<file path="config.mk">
export PLATFORM = sky130hd
export DESIGN_NAME = v4alu_sqrt
export DESIGN_NICKNAME = d
export VERILOG_FILES = /design/src/rtl/v4alu_sqrt.sv
export SDC_FILE = /design/constraint.sdc
export NUM_CORES = 2
export LEC_CHECK = 0
export BUFFER_PORTS_ARGS = -buffer_cell sky130_fd_sc_hd__buf_2
export CORE_MARGIN = 1.5
export CORE_UTILIZATION = 30
export DETAILED_ROUTE_END_ITERATION = 7
export HOLD_SLACK_MARGIN = 0.05
export MAX_ROUTING_LAYER = met4
export PLACE_DENSITY = 0.42
export SYNTH_ARGS = -nofsm -noshare
export SYNTH_HDL_FRONTEND = slang
export SYNTH_MEMORY_MAX_BITS = 65536
export SYNTH_SLANG_ARGS = --single-unit
</file>
<file path="constraint.sdc">
create_clock -name clk_i -period 3.7 [get_ports clk_i]
set_input_delay 0.74 -clock clk_i [delete_from_list [all_inputs] [get_ports clk_i]]
set_output_delay 0.74 -clock clk_i [all_outputs]
set_load 0.05 [all_outputs]
</file>
<file path="src/rtl/v4alu_sqrt.sv">
// Pipelined integer square root, one result bit per stage.
// No dependencies.
module v4alu_sqrt #(
  parameter int ROOT_WIDTH = 32
) (
  input  logic                    clk_i,
  input  logic                    en_i,
  input  logic [2*ROOT_WIDTH-1:0] rad_i,
  output logic [ROOT_WIDTH-1:0]   root_o
);
  localparam int W = ROOT_WIDTH;

  logic [2*W-1:0] rad_q  [W];
  logic [W+1:0]   rem_q  [W];
  logic [W-1:0]   root_q [W];

  for (genvar k = 0; k < W; k++) begin : g_stage
    logic [2*W-1:0] rad_in;
    logic [W+1:0]   rem_in;
    logic [W-1:0]   root_in;
    logic [W+3:0]   rem_sh, trial;
    logic           take;

    if (k == 0) begin : g_first
      assign rad_in  = rad_i;
      assign rem_in  = '0;
      assign root_in = '0;
    end else begin : g_next
      assign rad_in  = rad_q[k-1];
      assign rem_in  = rem_q[k-1];
      assign root_in = root_q[k-1];
    end

    assign rem_sh = {rem_in, rad_in[2*W-1:2*W-2]};
    assign trial  = (W+4)'({root_in, 2'b01});
    assign take   = rem_sh >= trial;

    always_ff @(posedge clk_i) begin
      if (en_i) begin
        rad_q[k]  <= {rad_in[2*W-3:0], 2'b00};
        rem_q[k]  <= take ? (W+2)'(rem_sh - trial) : rem_sh[W+1:0];
        root_q[k] <= {root_in[W-2:0], take};
      end
    end
  end

  assign root_o = root_q[W-1];
endmodule

</file>
==> metrics.cfg <==
[final_layout]
syn2layout_area_growth_pct=16.1
final_core_util=0.350
fin_nets=10400
stdcell_area_um2=138000
drive_above_1_share=0.0917
fillers=38200

[logic_synthesis]
synth_area_leaders=edfxtp_1, ha_1, xor2_1
netlist_area_um2=118000
synth-edff-count=2523
synth_sequential_area_ratio=0.640
syn_area_per_cell_um2=12.8
yosysTopAreaCellShare=0.640
ys_types=101
synth_warnings=0
syn_inst=9258
synth-main-ff-cell=edfxtp_1
synth_top_cell_by_area=edfxtp_1
synth_fp_nets=9886
ys_seq_elements=2523
synthArstFlopShare=0

[worst_setup_path]
worstPathMaxFanout=4
crit_arrival_ps=4210
critical_path_class=reg -> reg
end_kind=flop
required_ps=4360
cp-start-kind=flop

[global_route]
grt_overflow=0
grt_use_total=0.143
grt_pass1_vias=72700
grt_antenna_before_repair=4
grt_pass1_wl_mm=435
grt_max_degree=131

[clock_network]
cts_tree=yes
clkTransAtPathRegs_ps=60
root_buffer=clkbuf_16
cts_buffer_depth=4
cts_inserted_buffers=302
clkLatencyLatePin_ps=910
cts-htree-levels=5
clock_sinks=2523

[die]
die_area_um2=399000
die_y_um=631
num_io_pins=98
rows=230
fp.coreArea_um2=393000
start_util=0.302
fp.dieW_um=631

[sta]
fin_crit_ps=3560
tightest_slew_ps=927
drv_slew=0
final-hold-violation-count=0
period_share=0.962
finalWorstSetupSlack_ps=142
fin_worst_skew_ps=64.0
timing.setup.tns_ps=0
rsz0062_at_grt=true
max_freq_mhz=281
final-setup-viol-count=0
max-slew-margin-rel=0.377

[detailed_routing]
final_antenna_net_count=0
viasPerCell=4.73
wire_per_inst_um=18.5
drtIter0Drc=4819
drtPass1Iterations=8
num_vias=72100
routed_wl_mm=282
drc_errors=0

[pwr]
power_switching_uw=24700
leakage_uw=0.0521
ir_drop_v=0.000358
switching_share=0.289
clockPowerShare=0.346
seq_power_share=0.453
power.density_nw_per_um2=621
internal-power_uw=60800
total_power_uw=85500
p_comb_frac=0.202

[place]
dpl_cell_area_um2=127000
gp_congestion=0.871
dp_hpwl_mm=207
port-buffer-count=97
dp_slack_ps=152

[run]
maxCapViolCount=0

[hold_path]
hp-class=in -> reg

[run_status]
status=completed

==> final timing paths <==
check / startpoint / to / slack [ps] / cells after the start
worst min-delay path: rad_i[10] / rad_q[0][10] / 140 / 1
worst max-delay path: rem_q[15][3] / rem_q[16][22] / 140 / 10
worst max register to register: rem_q[15][3] / rem_q[16][22] / 140 / 10
worst min register to register: rad_q[7][22] / rad_q[8][24] / 380 / 0
==> per-layer routing <==
metal  global-route usage  up-vias  wire (µm)
met5                    -        -          0
met4               0.0392        0       7330
met3               0.0165      445       9330
met2                0.243     1230     139000
met1                0.180    35000     127000
li1                     -    35400          -
==> power groups by stage <==
| stage | Sequential [µW] | Clock [µW] | Combinational, µW |
|---|---|---|---|
| after floorplan | 38000 | 0 | 12100 |
| after global placement | 39400 | 0 | 17100 |
| after detailed placement | 39400 | 0 | 17100 |
| after CTS | 38800 | 30700 | 17300 |
| after global routing | 39100 | 31700 | 19300 |
| final | 38700 | 29500 | 17200 |
==> final cells by class <==
class                      count  area, µm²  share of cell area
inverter                     725       2730              0.0198
multi-input combinational   5825      39300               0.286
timing repair buffer         388       3360              0.0244
clock buffer                 368       7910              0.0575
antenna                        1       2.50           0.0000182
tap                         5220       6530              0.0475
sequential                  2523      75800               0.551
clock inverter               177       1960              0.0142
==> placed cells by master, fill, tap and decap left out, types with 120 or more instances in the layout <==
master     count
xor2_1       425
ha_1         562
xnor2_1      396
a21oi_1      557
nor2_1       543
nand2_1      656
edfxtp_1    2523
nor4_1       120
inv_1        717
nand3_1      168
buf_4        187
o21ai_0      470
nor3_1       241
clkbuf_16    307
a21o_1       281
==> per-stage QoR <==
step | hold WS, ps | std cells
after floorplan | 400 | 9258
after global placement | 400 | 14600
after detailed placement | 405 | 14600
after CTS | 53.5 | 15200
after global routing | 106 | 15200
final | 135 | 15200
==> cell usage after synthesis, drive strengths merged (49+ instances only) <==
cell type / n
nand2: 656
a21o: 281
and3: 68
edfxtp: 2523
xnor2: 396
nor4: 128
or3: 87
a211oi: 67
inv: 722
a21oi: 558
xor2: 425
o21ai: 500
nor2: 546
nor3: 242
nand4: 111
o21a: 111
or2: 62
o31ai: 80
nor2b: 88
nand3: 169
a31oi: 49
ha: 562
nand2b: 105
clkbuf: 145
==> what timing repair did <==
item	4_1_cts	5_1_grt
setup endpoints to repair	0	33
hold buffers	63	0
resized for setup	0	14
setup buffers	0	1
hold endpoints to repair	62	0
==> cells by family (layout without fill, tap and decap cells) <==
group	Yosys count	count (layout)	share of synthesized area
DFF	2523	2523	0.640
AOI/OAI and AO/OA	1939	1939	0.103
other	1	2	0.0000317
buffers and inverters	910	1658	0.0295
and+or+nand+nor	2453	2453	0.103
muxes	49	49	0.00457
adders and majority gates	562	562	0.0594
xor gates and xnor gates	821	821	0.0607
==> flip-flops by register name, summed over array words and instances, names as in the netlist <==
register and cells:
root_q 528, rem_q 1003, rad_q 992
==> critical path: stages (launching register included) <==
cell	delay (ps)
edfxtp_1	390
ha_1	360
a21o_1	170
a21o_1	200
a21o_1	210
a2111oi_2	480
o21ai_1	180
a2111oi_2	450
nor3_1	160
nor4_1	340
xor2_1	370
Power figures use the tool's default switching activity.
