$ cat config.mk
export PLATFORM = sky130hd
export DESIGN_NAME = v4alu_merge
export DESIGN_NICKNAME = d
export VERILOG_FILES = /design/src/rtl/v4alu_pkg.sv /design/src/rtl/v4alu_merge.sv
export SDC_FILE = /design/constraint.sdc
export NUM_CORES = 1
export LEC_CHECK = 0
export ABC_CLOCK_PERIOD_IN_PS = 13100
export BUFFER_PORTS_ARGS = -buffer_cell sky130_fd_sc_hd__buf_2
export CORE_ASPECT_RATIO = 1.1
export CORE_MARGIN = 5
export CORE_UTILIZATION = 45
export DETAILED_ROUTE_END_ITERATION = 8
export PLACE_DENSITY = 0.72
export SETUP_SLACK_MARGIN = 0.15
export SYNTH_ARGS = -nofsm -noshare
export SYNTH_HDL_FRONTEND = slang
export SYNTH_SLANG_ARGS = --single-unit
$ cat constraint.sdc
create_clock -name clk_i -period 13.1 [get_ports clk_i]
set_input_delay 2.62 -clock clk_i [delete_from_list [all_inputs] [get_ports clk_i]]
set_output_delay 2.62 -clock clk_i [all_outputs]
set_load 0.1 [all_outputs]
$ cat src/rtl/v4alu_pkg.sv
// Shared types and constants of the four-component vector ALU.
// No dependencies; the top level, the interfaces, the lane and the merging stage refer to this package.
package v4alu_pkg;

  localparam int DATA_WIDTH = 32;
  localparam int FRAC_BITS  = 16;
  localparam int CMD_WIDTH  = 4;

  typedef enum logic [CMD_WIDTH-1:0] {
    CMD_ADD   = 4'd0,
    CMD_SUB   = 4'd1,
    CMD_MUL   = 4'd2,
    CMD_SCALE = 4'd3,
    CMD_DIV   = 4'd4,
    CMD_NORM  = 4'd5,
    CMD_DOT   = 4'd6,
    CMD_CROSS = 4'd7,
    CMD_MAG   = 4'd8
  } cmd_e;

endpackage

$ cat src/rtl/v4alu_merge.sv
// Merging stage: sums the four lane products into the dot product and the
// saturated sum of squares. Depends on v4alu_pkg for default widths.
module v4alu_merge #(
  parameter int DATA_WIDTH = v4alu_pkg::DATA_WIDTH,
  parameter int FRAC_BITS  = v4alu_pkg::FRAC_BITS
) (
  input  logic                           clk_i,
  input  logic                           en_i,
  input  logic signed [2*DATA_WIDTH-1:0] prod_i [4],
  output logic signed [DATA_WIDTH-1:0]   dot_o,
  output logic [2*DATA_WIDTH-1:0]        sumsq_o
);
  localparam int W  = DATA_WIDTH;
  localparam int F  = FRAC_BITS;
  localparam int PW = 2 * W;
  localparam logic signed [PW+1:0] MAX_EXT = {{(PW-W+3){1'b0}}, {(W-1){1'b1}}};
  localparam logic signed [PW+1:0] MIN_EXT = {{(PW-W+3){1'b1}}, {(W-1){1'b0}}};

  logic signed [PW+1:0] dsum, dhi;
  logic [PW+1:0]        ssum;
  logic signed [W-1:0]  dot_d, dot_q;
  logic [PW-1:0]        sumsq_d, sumsq_q;

  always_comb begin
    dsum = '0;
    ssum = '0;
    for (int k = 0; k < 4; k++) begin
      dsum = dsum + (PW+2)'(prod_i[k]);
      ssum = ssum + {2'b00, prod_i[k]};
    end
    dhi = (PW+2)'($signed(dsum[PW+1:F]));
    if (dhi > MAX_EXT) dot_d = MAX_EXT[W-1:0];
    else if (dhi < MIN_EXT) dot_d = MIN_EXT[W-1:0];
    else dot_d = dhi[W-1:0];
    sumsq_d = (ssum[PW+1:PW] != 2'b00) ? '1 : ssum[PW-1:0];
  end

  always_ff @(posedge clk_i) begin
    if (en_i) begin
      dot_q   <= dot_d;
      sumsq_q <= sumsq_d;
    end
  end

  assign dot_o   = dot_q;
  assign sumsq_o = sumsq_q;
endmodule

==> run metrics, run 1 <==
area of the multi-input gates roughly 7000 µm²; largest net degree at the start of global routing 61; Finish-stage setup viols 0; post-CTS resize count 0; share of the synthesized area in the top cell type roughly 25%; # fillers roughly 2,400; H-Tree Depth 3; CP Launch Type input port; critical path class in2reg; DRT Pass-1 Iters 5; Port-buffer cells roughly 350; Post-synth top cells inv_1, fa_1, nand2_1, edfxtp_1, a21oi_1; power per cell area 240 nW/µm²; Least-Margin Pin Slew 0.779 ns; Max clock buf depth 2; Crit. End Element register; sequential share of the synthesized area roughly a quarter; slew margin rel. between 40 and 50%; mux cell area share after synthesis 0.185%; detailed placer's ending HPWL 27,600 µm; Antenna Nets Post-Route 0; critical path data arrival time 8.17 ns; largest family of logic cells by synthesized area adder cells; num rows 61; DRC violations left 0; clk slew on worst S/H paths 0.07 ns; Synth Area in XOR/XNOR 4.57%; status complete, no violations; RSZ-0062 raised after global routing no; syn avg cell area 9.05 µm²; leading post-synthesis cells by cell area edfxtp_1, fa_1, inv_1; initial antenna violation count 1; Highest Clock Rate 123 MHz; Leak Pwr 6.97 nW; most frequent cell after synthesis inv_1; post-synthesis cell area 11,500 µm²; clk sinks 96; CTS root buf clkbuf_16; final hold viol count 0; Post-CTS Setup Inserts 0; vias in the first global route 10,323; final net count 2,039; Synth Area in Simple Gates 12.1%; first-pass GRT wire length approximately 51,000 µm; gr ovfl total 0; VDD IR max 0.171 mV; async set-or-reset flop fraction in the synthesized netlist 0%; syn_nets 1,722; DR WL/cell roughly 17 µm; Worst Path Required 13.14 ns; layout cell share with drive strength beyond 1 25.8%; core area between 20,000 and 30,000 µm²; Pwr Total 3.29 mW; top cell type by total area after synthesis edfxtp_1; initial drt markers 591; final worst-path cycle share 62.0%; Hold WC Path Type in2reg; cells after synthesis 1,269; sequential cell area 2880 µm²; EDFF count, synth 96; Max-cap violations 0; # IOs 354; total CTS buffers 9; Die Wd 162 µm; final core utilization around 54%; post-synth cell types 82; ys flop type edfxtp_1; total die area 28,800 µm²; max-slew violations 0; Max FO, Critical Path 59; Synth Area in Compound Gates 14.7%; YS warnings 0; Total GRT Usage between 20% and 30%; hold_buf cts 0; minimum clock period 8.13 ns; Initial Util about 46%; TNS Setup 0 ns; crit path launch prod_i[1]; Post-Synth Adder-Cell Area 29.7%; total number of vias between 9,000 and 10,000; Worst Setup EP sumsq_o[6]; Layout Area Growth over Synthesis 19.3%; CTS tree done; vias per inst roughly 5.2; FF+latch count, synth 96; GPL Wtd Cong 0.942; Die Y 178 µm; routed wire length 32,300 µm
[sequential cells by signal (all words and copies together) (netlist names)]
name,count
sumsq_o,64
dot_o,32
[area by class of cell]
class	count	share of cell area, %
Tap cell	315	2.88
Clock inverter	7	1.03
Inverter	324	8.88
Timing Repair Buffer	356	13.1
Multi-Input combinational cell	799	51.4
Antenna cell	1	0.0183
Sequential cell	96	21.1
Clock buffer	9	1.64
[through the flow]
stage	instance area, µm²	setup slack, ns	hold slack [ns]	instances
floorplan	11500	5.65	2.73	1269
global placement	13300	4.88	3.02	1890
detailed placement	13300	4.70	3.02	1890
CTS	13700	5.06	2.66	1906
global route	13700	4.66	2.69	1907
finish	13700	4.97	2.67	1907
[worst min-delay path by stage]
stage	startpoint	end	slack (ns)	depth (start not counted)
2_1_floorplan	en_i	dot_o[0]	2.73	0
3_3_place_gp	prod_i[192]	sumsq_o[0]	3.02	3
3_5_place_dp	prod_i[192]	sumsq_o[0]	3.02	3
4_1_cts	prod_i[192]	sumsq_o[0]	2.66	3
5_1_grt	prod_i[192]	sumsq_o[0]	2.69	3
6_report	prod_i[192]	sumsq_o[0]	2.67	3
[critical path, cell delays in order]
cell	delay (ns)
buf_2	0.08
inv_1	0.05
fa_1	0.54
inv_1	0.06
fa_1	0.47
ha_1	0.25
fa_1	0.43
a211oi_1	0.41
o211ai_1	0.17
a21oi_1	0.37
nor4_2	0.12
a211oi_2	0.59
o22ai_2	0.27
a31o_2	0.31
a21oi_1	0.21
nand3_1	0.17
a21oi_4	0.24
buf_4	0.57
o21ai_0	0.22
[cell usage in the layout (no fill, tap or decap), types with 11 or more instances in the layout]
cell and n:
ha_1 66, nand3_1 13, o21ai_1 39, a21oi_1 77
nand2_1 123, xnor2_1 29, nand2b_1 12, xor2_1 29
a21o_1 22, nor2_1 43, nand4_1 31, inv_1 324
nor3_1 11, o21ai_0 38, edfxtp_1 96, o21a_1 13
buf_2 352, fa_1 129
[metal layers]
| metal | part of all wire [%] | global-route usage (%) |
|---|---|---|
| met1 | 40 | 27.7 |
| met2 | 51 | 40.3 |
| met3 | 6.9 | 3.11 |
| met4 | 2.0 | 5.32 |
| met5 | 0 | 0 |
[logic make-up (layout without fill, tap and decap cells)]
group	after synthesis	count (layout)
multiplexers	2	2
adder cells (fa/ha/maj)	195	195
AND/OR/NAND/NOR	281	281
buffers and inverters	374	696
flip-flops	96	96
other	0	1
AO/OA/AOI/OAI	262	262
XOR/XNOR	59	59
[where the power goes]
| group | total, mW | internal (mW) | leakage, nW | switching (mW) |
|---|---|---|---|---|
| Clock | 0.327 | 0.207 | 0.178 | 0.120 |
| Combinational | 2.40 | 0.592 | 5.84 | 1.81 |
| Sequential | 0.565 | 0.520 | 0.955 | 0.0457 |
(Power assumes the default switching activity.)
==> run 2: changes to the inputs <==
ABC_CLOCK_PERIOD_IN_PS = 7950   (was 13100)
clock period = 7.95 ns   (was 13.1 ns; I/O delays follow)
==> run 2 against run 1 <==
Effect of this change:
- largest cell class unchanged
- combinational power increased by 64%
- die area unchanged
- design area barely moved
- sequential cell count unchanged
- routed wire length decreased by 1.6%
- critical path depth unchanged
- sequential power rose by 66%
- power increased by 63%
- non-clock buffer count is 1 higher
==> run metrics, run 2 (synthesized netlist as in run 1, its figures left out) <==
Largest register FFs 64 (unchanged); largest net degree at the start of global routing 73 (was 61); CP Launch Type input port (unchanged); DR WL/cell 16.7 µm (was 16.9 µm); # IOs 354 (unchanged); hold endpoint sumsq_o[0] (unchanged); Least-Margin Pin Slew 0.926 ns (was 0.779 ns); Max FO, Critical Path 31 (was 59); final worst-path cycle share 85.8%; Worst Path Required 8.02 ns (was 13.14 ns); Post-CTS Setup Inserts 0 (unchanged); GPL Wtd Cong 0.887 (was 0.942); Max-cap violations 0 (unchanged); core area 25,200 µm² (unchanged); TNS Setup 0 ns (unchanged); antenna cells 0 (was 1); gr ovfl total 0 (unchanged); Port-buffer cells 353 (unchanged); minimum clock period approximately 6.8 ns; Total GRT Usage 21.8% (was 22.1%); Die Y 178 µm (unchanged); routed wire length 31,800 µm (was 32,300 µm); Pwr Total 5.38 mW (was 3.29 mW); final net count 2,040 (was 2,039); critical path class in2reg (unchanged); total CTS buffers 9 (unchanged); Hold WC Path Type in2reg (unchanged); Initial Util 45.6% (unchanged); crit-path cells buf_2, inv_1, fa_1, inv_1, fa_1, ha_1, fa_1, a211oi_1, o21a_1, nor4_1, or3_1, a211o_1, nor4_1, a211oi_1, nor4_1, nand3_1, nor4_1, a31o_2, o21ai_1 (was buf_2, inv_1, fa_1, inv_1, fa_1, ha_1, fa_1, a211oi_1, o211ai_1, a21oi_1, nor4_2, a211oi_2, o22ai_2, a31o_2, a21oi_1, nand3_1, a21oi_4, buf_4, o21ai_0); max-slew violations 0 (unchanged); vias per inst 5.12 (was 5.17); CP dominant cell by count nor4_1 (was fa_1); critical path's largest stage delay 0.64 ns (was 0.59 ns); DP Area 13,300 µm² (about the same); DRT Pass-1 Iters 5 (unchanged); CTS root buf clkbuf_16 (unchanged); H-Tree Depth 3 (unchanged); critical path data arrival time 6.88 ns (was 8.17 ns); Highest Clock Rate 147 MHz; final design instance area without fill 13,700 µm² (about the same); Finish-stage setup viols 0 (unchanged); first-pass GRT wire length 50,400 µm (was 51,100 µm); DRC violations left 0 (unchanged); power per cell area 393 nW/µm² (was 240 nW/µm²); Antenna Nets Post-Route 0 (unchanged); Die Wd 162 µm (unchanged); Crit-path slowest cell a31o_2 (was a211oi_2); total number of vias 9,764 (was 9,854); slew margin rel. 38.3% (was 48.1%); Hold Path Depth 3 (unchanged); min-delay src prod_i[192] (unchanged); final hold viol count 0 (unchanged); RSZ-0062 raised after global routing no (unchanged); Max clock buf depth 2 (unchanged); num rows 61 (unchanged); crit path launch prod_i[1] (unchanged); Placed Cells 1,891 (was 1,890); initial antenna violation count 1 (unchanged); status complete, no violations (unchanged); final setup margin 1.13 ns (was 4.97 ns); Non-Filler Instances 1,907 (unchanged); clk sinks 96 (unchanged); Leak Pwr 6.97 nW (about the same); clk slew on worst S/H paths 0.07 ns (about the same); initial drt markers 699 (was 591); total die area 28,800 µm² (unchanged); Layout Area Growth over Synthesis 19.2% (was 19.3%); pre-CTS setup slack 0.763 ns (was 4.70 ns); Crit. End Element register (unchanged); CTS tree done (unchanged); hold_buf cts 0 (unchanged); layout cell share with drive strength beyond 1 25.8% (about the same); post-CTS resize count 0 (unchanged); VDD IR max 0.283 mV (was 0.171 mV); commonest non-fill, non-tap cell in the layout buf_2 (unchanged); vias in the first global route 10,141 (was 10,323); detailed placer's ending HPWL 27,400 µm (was 27,600 µm); commonest cells after routing, fill and taps aside buf_2, inv_1, fa_1 (unchanged)
run 2: cell types whose count changed in the layout (fill, tap and decap cells not counted):
| cell | change |
|---|---|
| clkinv_1 | +1 |
| diode_2 | -1 |
| buf_12 | +1 |
| bufinv_16 | -1 |
run 2: metal layers:
layer  routed length, µm  track usage (%)
met5                  13                0
met4                 816             6.49
met3                2290             4.11
met2               16000             38.5
met1               12700             27.3
run 2: area by class of cell:
type                    count  area, µm²
fillers                  2370      11500
multi-input cells         799       7040
flip-flops and latches     96       2880
repair buffers            357       1810
inverters                 324       1220
well taps                 315        394
clock buffers               9        225
clock inverters             7        115
run 2: worst max path at each step:
stage | endpoint | depth (start not counted) | slack [ns]
after global placement | dot_o[19] | 20 | 0.90
after floorplan | dot_o[23] | 18 | 1.53
after global routing | dot_o[14] | 20 | 0.75
after CTS | dot_o[6] | 20 | 1.13
after detailed placement | dot_o[6] | 20 | 0.76
final | dot_o[14] | 19 | 1.13
run 2: metrics by stage:
| step | util (%) | hold WS [ns] |
|---|---|---|
| after floorplan | - | 1.70 |
| after global placement | 53.0 | 1.98 |
| after detailed placement | 53.0 | 2.02 |
| after CTS | 54.3 | 1.66 |
| after global routing | 54.3 | 1.67 |
| final | 54.3 | 1.66 |
run 2: report_power, final:
group / switching (mW) / total, mW / internal [mW]
Clock: 0.200 / 0.508 / 0.308
Combinational: 2.95 / 3.94 / 0.983
Sequential: 0.0794 / 0.936 / 0.856
Total: 3.23 / 5.38 / 2.15
run 2: worst max-delay path: cells and delay by family:
kind	cells	cell delay [ns]
and+or+nand+nor	6	1.44
AOI/OAI and AO/OA	6	1.96
adders and majority gates	4	1.67
buffers and inverters	3	0.19
==> run 3: changes to the inputs <==
ABC_CLOCK_PERIOD_IN_PS = 6910   (was 7950)
clock period = 6.91 ns   (was 7.95 ns; I/O delays follow)
==> run 3 against run 2 <==
Effect of this change:
- combinational power is 18% higher
- largest power group unchanged
- highest routed layer is now met4
- count of clock-buffer cells in the layout unchanged
- non-clock buffer count rose by 5
- largest cell class unchanged
- critical endpoint is now dot_o[6]
- worst setup slack got worse by 0.63 ns
- core utilization rose by 0.14 points
==> run metrics, run 3 (synthesized netlist as in run 1, its figures left out) <==
status complete, no violations (unchanged); TNS Setup 0 ns (unchanged); Port-buffer cells 353 (unchanged); # IOs 354 (unchanged); max-slew violations 0 (unchanged); CTS root buf clkbuf_16 (unchanged); Fin Hold WS 1.44 ns (was 1.66 ns); total number of vias 9,882 (was 9,764); VDD IR max 0.285 mV (was 0.283 mV); busiest grt layer met2 (unchanged); Worst Path Required 7.11 ns (was 8.02 ns); hold_buf cts 0 (unchanged); critical path class in2reg (unchanged); final hold viol count 0 (unchanged); GR Util met3 3.79% (was 4.11%); commonest non-fill, non-tap cell in the layout buf_2 (unchanged); Largest register FFs 64 (unchanged); Max clock buf depth 2 (unchanged); Finish-stage setup viols 0 (unchanged); Highest Clock Rate 156 MHz; gr ovfl total 0 (unchanged); final net count 2,045 (was 2,040); power per cell area 454 nW/µm² (was 393 nW/µm²); Die Wd 162 µm (unchanged); H-Tree Depth 3 (unchanged); routed wire length 32,800 µm (was 31,800 µm); sequential power share 17.2% (was 17.4%); detailed placer's ending HPWL 28,000 µm (was 27,400 µm); area of the multi-input gates 7050 µm² (was 7040 µm²); Max-cap violations 0 (unchanged); clk slew on worst S/H paths 0.08 ns (was 0.07 ns); first-pass GRT wire length 51,700 µm (was 50,400 µm); num rows 61 (unchanged); total CTS buffers 9 (unchanged); DRT Pass-1 Iters 6 (was 5); Leak Pwr 6.99 nW (was 6.97 nW); CTS tree done (unchanged); clock power share 8.6% (was 9.4%); total die area 28,800 µm² (unchanged); minimum clock period between 6 and 7 ns; layout cell share with drive strength beyond 1 26.2% (was 25.8%); GR Util met1 28.3% (was 27.3%); Layout Area Growth over Synthesis 19.5% (was 19.2%); Antenna Nets Post-Route 0 (unchanged); Hold WC Path Type in2reg (unchanged); Crit. End Element register (unchanged); Die Y 178 µm (unchanged); RSZ-0062 raised after global routing no (unchanged); vias per inst 5.17 (was 5.12); DR WL/cell 17.2 µm (was 16.7 µm); Pint 2.45 mW (was 2.15 mW); CP Launch Type input port (unchanged); GRT met2 Usage 40.8% (was 38.5%); clk sinks 96 (unchanged); vias in the first global route 10,251 (was 10,141); Combinational Power Share 74.3% (was 73.2%); initial antenna violation count 0 (was 1); # fillers 2,363 (was 2,370); sequential cell area 2880 µm² (unchanged); Initial Util 45.6% (unchanged); slew margin rel. 49.7% (was 38.3%); Least-Margin Pin Slew 0.747 ns (was 0.926 ns); largest net degree at the start of global routing 65 (was 73); final worst-path cycle share 92.7%; antenna cells 0 (unchanged); commonest cells after routing, fill and taps aside buf_2, inv_1, fa_1 (unchanged); initial drt markers 663 (was 699); Total GRT Usage 22.4% (was 21.8%); DRC violations left 0 (unchanged); Psw 3.78 mW (was 3.23 mW); critical path data arrival time 6.61 ns (was 6.88 ns); GPL Wtd Cong 0.915 (was 0.887); Max FO, Critical Path 31 (unchanged); sw frac 60.6% (was 60.1%); core area 25,200 µm² (unchanged)
==> run 3: repair_timing <==
item                                    in CTS  in global routing
buffers inserted                             0                  0
endpoints found under the setup margin       0                  1
gates resized for setup                      0                  1
==> run 3: power groups by stage <==
stage / combinational (mW) / sequential, mW / clock [mW]
floorplan: 2.06 / 2.62 / 0
global placement: 4.57 / 1.08 / 0
detailed placement: 4.60 / 1.09 / 0
CTS: 4.62 / 1.07 / 0.537
global route: 4.95 / 1.09 / 0.564
finish: 4.63 / 1.07 / 0.534
==> run 3: metrics by stage <==
| step | power, mW | setup WS, ns | cell area [µm²] | instances | utilization [%] |
|---|---|---|---|---|---|
| after floorplan | 4.69 | 0.701 | 11500 | 1269 | - |
| after global placement | 5.65 | 0.186 | 13400 | 1896 | 53.2 |
| after detailed placement | 5.69 | 0.0816 | 13400 | 1896 | 53.2 |
| after CTS | 6.23 | 0.421 | 13700 | 1912 | 54.5 |
| after global routing | 6.60 | 0.238 | 13700 | 1912 | 54.5 |
| final | 6.23 | 0.502 | 13700 | 1912 | 54.5 |
==> run 3: final timing paths <==
check                       start          to  slack [ns]  cells past startpoint
worst min-delay path  prod_i[192]  sumsq_o[0]        1.44                      3
worst max-delay path    prod_i[1]    dot_o[6]        0.50                     19
==> run 3: critical path: stages <==
cell and delay, ns:
buf_2 0.08, inv_1 0.06, fa_1 0.55, inv_1 0.06
fa_1 0.46, ha_1 0.24, fa_1 0.44, a211oi_2 0.30
o21a_1 0.22, nor4_1 0.09, or3_1 0.39, a211o_1 0.37
o21ai_2 0.18, o211ai_1 0.18, or3_4 0.41, or4_1 0.52
o31a_1 0.32, buf_12 0.18, o21ai_1 0.16
==> run 3: cell type report <==
class	count	share of cell area, %
inverter	324	8.86
tap	315	2.87
clock buffer	9	1.64
timing repair buffer	362	13.7
clock inverter	7	0.611
sequential	96	21.0
multi-input combinational	799	51.3
==> run 3: per-layer routing <==
metal / wire, µm / part of all wire [%]
met3: 2400 / 7.3
met1: 13100 / 40
met2: 16900 / 52
met4: 414 / 1.3
met5: 0 / 0
